--- src/pec_pkg.sv ---
`timescale 1ns / 1ps
// ----------------------------------------------------------------------------
// pec_pkg
// Shared types, codes and sizes of the eBPF program preflight checker.
// ----------------------------------------------------------------------------
package pec_pkg;

    localparam int MAX_SLOTS = 4096;
    localparam int SLOT_W    = $clog2(MAX_SLOTS);
    localparam int PB_W      = 16;
    localparam int CNT_W     = PB_W - 3;
    localparam int OFF_W     = 16;
    localparam int IMM_W     = 32;
    localparam int HELPER_W  = 64;
    localparam int HSEL_W    = $clog2(HELPER_W);
    localparam int CFG_IDX_W = 2;
    localparam int CFG_DAT_W = 64;
    localparam int JW_A      = (SLOT_W + 1 > OFF_W) ? SLOT_W + 1 : OFF_W;
    localparam int JW        = ((JW_A > CNT_W + 1) ? JW_A : CNT_W + 1) + 1;

    localparam logic [7:0] OP_WIDE_LOAD = 8'h18;
    localparam logic [7:0] OP_CALL      = 8'h85;
    localparam logic [7:0] OP_EXIT      = 8'h95;
    localparam logic [2:0] CLASS_MASK   = 3'h7;
    localparam logic [2:0] CLASS_JMP    = 3'h5;
    localparam logic [3:0] REG_LIMIT    = 4'd11;

    typedef enum logic [2:0] {
        ST_OK       = 3'd0,
        ST_BUSY     = 3'd1,
        ST_BAD_LEN  = 3'd2,
        ST_BAD_REG  = 3'd3,
        ST_BAD_JUMP = 3'd4,
        ST_BAD_CALL = 3'd5,
        ST_NO_RET   = 3'd6
    } t_status;

    typedef enum logic [CFG_IDX_W-1:0] {
        CFG_PROGRAM_BYTES   = 2'd0,
        CFG_ALLOW_NO_RET    = 2'd1,
        CFG_ALLOWED_HELPERS = 2'd2
    } t_cfg_idx;

    typedef struct packed {
        logic [PB_W-1:0]     program_bytes;
        logic                allow_missing_return;
        logic [HELPER_W-1:0] allowed_helpers;
    } t_cfg;

    typedef struct packed {
        logic [7:0]              opcode;
        logic [3:0]              dst_reg;
        logic [3:0]              src_reg;
        logic signed [OFF_W-1:0] jump_offset;
        logic [IMM_W-1:0]        immediate;
    } t_slot;

    typedef struct packed {
        logic [SLOT_W-1:0] slot_index;
        logic              skip_next_slot;
        t_status           error_code;
        logic              verified;
    } t_pass_state;

    typedef struct packed {
        t_status status;
        logic    final_res;
    } t_result;

endpackage

--- src/pec_slot_check.sv ---
`timescale 1ns / 1ps
// ----------------------------------------------------------------------------
// pec_slot_check
// Checks one instruction slot against the pass state; gives result and next state.
// ----------------------------------------------------------------------------
module pec_slot_check (
    input  pec_pkg::t_cfg        i_cfg,
    input  pec_pkg::t_pass_state i_state,
    input  pec_pkg::t_slot       i_slot,
    output pec_pkg::t_pass_state o_state,
    output pec_pkg::t_result     o_result
);
    import pec_pkg::*;

    logic [CNT_W-1:0]     w_slots;
    logic                 w_bad_len;
    logic                 w_last;
    logic signed [JW-1:0] w_target;
    logic                 w_bad_jump;
    logic                 w_bad_call;
    logic                 w_bad_reg;

    assign w_slots   = i_cfg.program_bytes[PB_W-1:3];
    assign w_bad_len = (i_cfg.program_bytes == '0) || (i_cfg.program_bytes[2:0] != 3'd0)
                       || (JW'(w_slots) > JW'(MAX_SLOTS));
    assign w_last    = (JW'(i_state.slot_index) + JW'(1)) >= JW'(w_slots);
    assign w_target  = $signed(JW'(i_state.slot_index)) + JW'(i_slot.jump_offset);
    assign w_bad_jump = w_target[JW-1] || (w_target >= $signed(JW'(w_slots)));
    assign w_bad_call = (i_slot.immediate[IMM_W-1:HSEL_W] != '0)
                        || !i_cfg.allowed_helpers[i_slot.immediate[HSEL_W-1:0]];
    assign w_bad_reg  = (i_slot.dst_reg >= REG_LIMIT) || (i_slot.src_reg >= REG_LIMIT);

    always_comb begin
        t_pass_state v_st;
        t_status     v_err;

        v_st  = i_state;
        v_err = i_state.error_code;
        o_result.status    = ST_OK;
        o_result.final_res = 1'b1;
        if (i_state.verified) begin
            o_result.status = ST_OK;
        end else if (w_bad_len) begin
            o_result.status = ST_BAD_LEN;
        end else begin
            if (i_state.error_code == ST_OK) begin
                if (i_state.skip_next_slot) begin
                    v_st.skip_next_slot = 1'b0;
                end else if (w_bad_reg) begin
                    v_err = ST_BAD_REG;
                end else if (i_slot.opcode == OP_WIDE_LOAD) begin
                    v_st.skip_next_slot = 1'b1;
                end else if ((i_slot.opcode[2:0] & CLASS_MASK) == CLASS_JMP && w_bad_jump) begin
                    v_err = ST_BAD_JUMP;
                end else if (i_slot.opcode == OP_CALL && w_bad_call) begin
                    v_err = ST_BAD_CALL;
                end
            end
            if (!w_last) begin
                o_result.status    = (v_err != ST_OK) ? v_err : ST_BUSY;
                o_result.final_res = 1'b0;
                v_st.error_code    = v_err;
                v_st.slot_index    = i_state.slot_index + SLOT_W'(1);
            end else begin
                if (v_err == ST_OK && i_slot.opcode != OP_EXIT
                        && !i_cfg.allow_missing_return) begin
                    v_err = ST_NO_RET;
                end
                o_result.status     = v_err;
                v_st.verified       = (v_err == ST_OK);
                v_st.slot_index     = '0;
                v_st.skip_next_slot = 1'b0;
                v_st.error_code     = ST_OK;
            end
        end
        o_state = v_st;
    end

endmodule

--- config.mk ---
export PLATFORM = sky130hd
export DESIGN_NAME = pec_slot_check
export DESIGN_NICKNAME = d
export VERILOG_FILES = /design/src/pec_pkg.sv /design/src/pec_slot_check.sv
export SDC_FILE = /design/constraint.sdc
export NUM_CORES = 1
export LEC_CHECK = 0
export BUFFER_PORTS_ARGS = -buffer_cell sky130_fd_sc_hd__buf_2
export CAP_MARGIN = 20
export CORE_MARGIN = 10
export CORE_UTILIZATION = 26
export DETAILED_ROUTE_END_ITERATION = 6
export GPL_ROUTABILITY_DRIVEN = 0
export PLACE_DENSITY = 0.58
export SYNTH_ARGS = -nofsm -noshare
export SYNTH_HDL_FRONTEND = slang
export SYNTH_SLANG_ARGS = --single-unit
--- constraint.sdc ---
create_clock -name vclk -period 4.5
set_input_delay 0.225 -clock vclk [all_inputs]
set_output_delay 0.225 -clock vclk [all_outputs]
set_load 0.005 [all_outputs]
==> results by group <==
Outcome
  – Result of the run: finished clean

Routing
  – Met1 wire length: 4690 µm
  – Count of vias placed by the detailed router: 3439
  – Number of optimization iterations in the first detailed-route pass: 4
  – Routed wl met3: 1030 µm
  – Uppermost layer routed: met4
  – Routed wire length: 11600 µm
  – Met2 wire length: 5860 µm
  – Via-to-Cell Ratio: 5.16
  – Count of antenna-violating nets left after detailed routing: 0
  – Average routed wire per standard cell: 17.5 µm
  – DR iter-0 viols: 186
  – Post-route DRC violation count: 0

Die
  – Total I/O pin count: 183
  – Core ar.: 9820 µm²
  – Die Y-Extent: 121 µm
  – Die Outline Area: 14500 µm²
  – Die Span X: 121 µm
  – Effective utilization at floorplan: 26.8%
  – Row Count: 36

Timing
  – Final Hold Fails: 0
  – Crit path setup slack, layout: 125 ps
  – Worst-margin pin slew: 755 ps
  – Headroom to the max-slew limit: 49.5%
  – Count of final max-slew check failures: 0
  – Maximum clock frequency: 0.229 GHz
  – RSZ-0062 raised after global routing: true
  – Minimum clock period after layout: 4380 ps
  – Fraction of the cycle the final worst path needs: 97.2%
  – Number of setup violations in the final report: 0

Critical path
  – Data arrival, critical path: 4150 ps
  – Critical path class: input port to primary output
  – Maximum fanout count along the critical path: 3
  – CP Data Required Time: 4280 ps
  – Type of element launching the critical path: input port
  – Capturing element type of the critical path: primary output

Finish
  – Fill cell count: 1079
  – Nets@finish: 738
  – Leading cell types in the layout, fill and taps excluded: sky130_fd_sc_hd__buf_2, sky130_fd_sc_hd__ha_1, sky130_fd_sc_hd__inv_1, sky130_fd_sc_hd__nand2_1, sky130_fd_sc_hd__nor2_1
  – Diode insertion count for antenna repair: 0
  – Sequential cell area: 0 µm²
  – Share of post-route cells with drive strength above 1: 43.3%
  – Most common library cell in the layout ignoring fill and taps: sky130_fd_sc_hd__buf_2
  – Sequential cells: 0
  – Utilization after layout: 38.9%
  – Synthesis-to-layout area growth: 45.1%
  – Total of clock buffers placed in the layout: 0

Min path
  – Hold WC Path Type: input port to primary output

Place
  – Setup WS pre-CTS: 5.30 ps
  – DP HPWL: 10500 µm
  – Port buffer count: 183

CTS
  – Hold Buf Count CTS: 0

Global route
  – First-pass GRT wire length: 18500 µm
  – Overall Global Routing Usage: 14.9%
  – Vias in the first global route: 3754
  – Global route overflow: 0
  – Maximum number of pins on one net before global-route repair: 21
  – Number of antenna violations at the first check in global routing: 0

Power
  – Power per unit of standard cell area: 101 nW/µm²
  – LEAKAGE: 0.00189 µW
  – Total power after layout: 385 µW
  – Worst supply voltage drop on vdd: 0.0444 mV

Logic synthesis
  – Sequential cell area fraction in the yosys report: 0%
  – Synthesized cell area: 2630 µm²
  – Post-synth net total: 552
  – Average cell area after synthesis: 7.51 µm²
  – Synth Warn #: 0
  – Count of unique library cells instantiated by Yosys: 62
  – Gate count after technology mapping: 350

Flow run
  – Max-cap violations: 0
-- power by group --
group / internal (µW) / switching [µW]
combinational: 194 / 191
sequential: 0 / 0
clock: 0 / 0
-- worst paths after layout --
path	startpoint	end	slack, ps	cells after the start
hold / removal	i_state[4]	o_state[4]	750	4
setup / recovery	i_state[5]	o_result[1]	120	23
-- worst max-delay path: stages --
cell	delay, ps
sky130_fd_sc_hd__buf_8	100
sky130_fd_sc_hd__ha_4	150
sky130_fd_sc_hd__inv_2	50
sky130_fd_sc_hd__fa_2	220
sky130_fd_sc_hd__nor2b_2	50
sky130_fd_sc_hd__o31a_1	280
sky130_fd_sc_hd__o21a_1	200
sky130_fd_sc_hd__o21a_1	190
sky130_fd_sc_hd__o21ai_2	170
sky130_fd_sc_hd__a21boi_2	80
sky130_fd_sc_hd__or4b_1	460
sky130_fd_sc_hd__nand3_1	80
sky130_fd_sc_hd__ha_1	220
sky130_fd_sc_hd__o21a_1	170
sky130_fd_sc_hd__o21a_1	170
sky130_fd_sc_hd__o22a_1	190
sky130_fd_sc_hd__o21ai_1	70
sky130_fd_sc_hd__nand4_1	180
sky130_fd_sc_hd__o21ai_2	180
sky130_fd_sc_hd__nand3b_1	160
sky130_fd_sc_hd__buf_4	180
sky130_fd_sc_hd__o32ai_2	200
sky130_fd_sc_hd__buf_2	160
-- area by class of cell --
cell class / count / area [µm²] / share of cell area (%)
inverters: 27 / 101 / 2.65
multi-input cells: 314 / 2540 / 66.6
well taps: 133 / 166 / 4.36
repair buffers: 193 / 1010 / 26.4
-- cell usage after synthesis, drive strengths merged (3+ instances only) --
library cell	instances	area, µm²
o21a	5	37.5
clkbuf	4	15.0
o22ai	6	37.5
xor2	10	87.6
nor2b	6	37.5
nand2	26	97.6
or4b	3	30.0
inv	27	101
a21oi	20	100
nand2b	6	37.5
or3	4	25.0
xnor2	8	70.1
buf	5	31.3
nor3	8	40.0
a211oi	6	50.1
or2	3	18.8
o21ai	28	140
nor4	11	75.1
nor2	24	90.1
mux4	14	319
and3	9	56.3
nand3	13	65.1
a21o	5	37.5
mux2	9	101
o41ai	3	33.8
ha	39	488
nand3b	3	22.5
a22o	5	43.8
nand4	7	43.8
-- per-stage QoR --
stage / hold slack [ps] / std cells / cell area, µm² / TNS (ps)
after detailed placement: 760 / 664 / 3720 / 0
final: 753 / 667 / 3820 / 0
after floorplan: 507 / 350 / 2630 / 0
after global placement: 744 / 664 / 3720 / 0
after global routing: 792 / 667 / 3820 / -136
after CTS: 760 / 666 / 3730 / 0
-- per-layer routing --
| layer | up-vias | GRT usage [%] |
|---|---|---|
| met5 | - | 0 |
| met4 | 0 | 0.980 |
| met3 | 6 | 4.23 |
| met2 | 146 | 28.7 |
| met1 | 1556 | 16.5 |
| li1 | 1731 | - |
-- kinds of logic after synthesis --
logic type	share of synthesized area (%)
mux	16.7
xor+xnor	5.99
buf+inv	5.61
simple gates	26.9
compound gates	25.4
fa+ha+maj	19.3
-- what timing repair did --
item	4_1_cts	5_1_grt
pin swaps	3	13
endpoints found under the setup margin	1	6
setup buffers	2	1
gates resized for setup	0	18
Power figures use the tool's default switching activity.
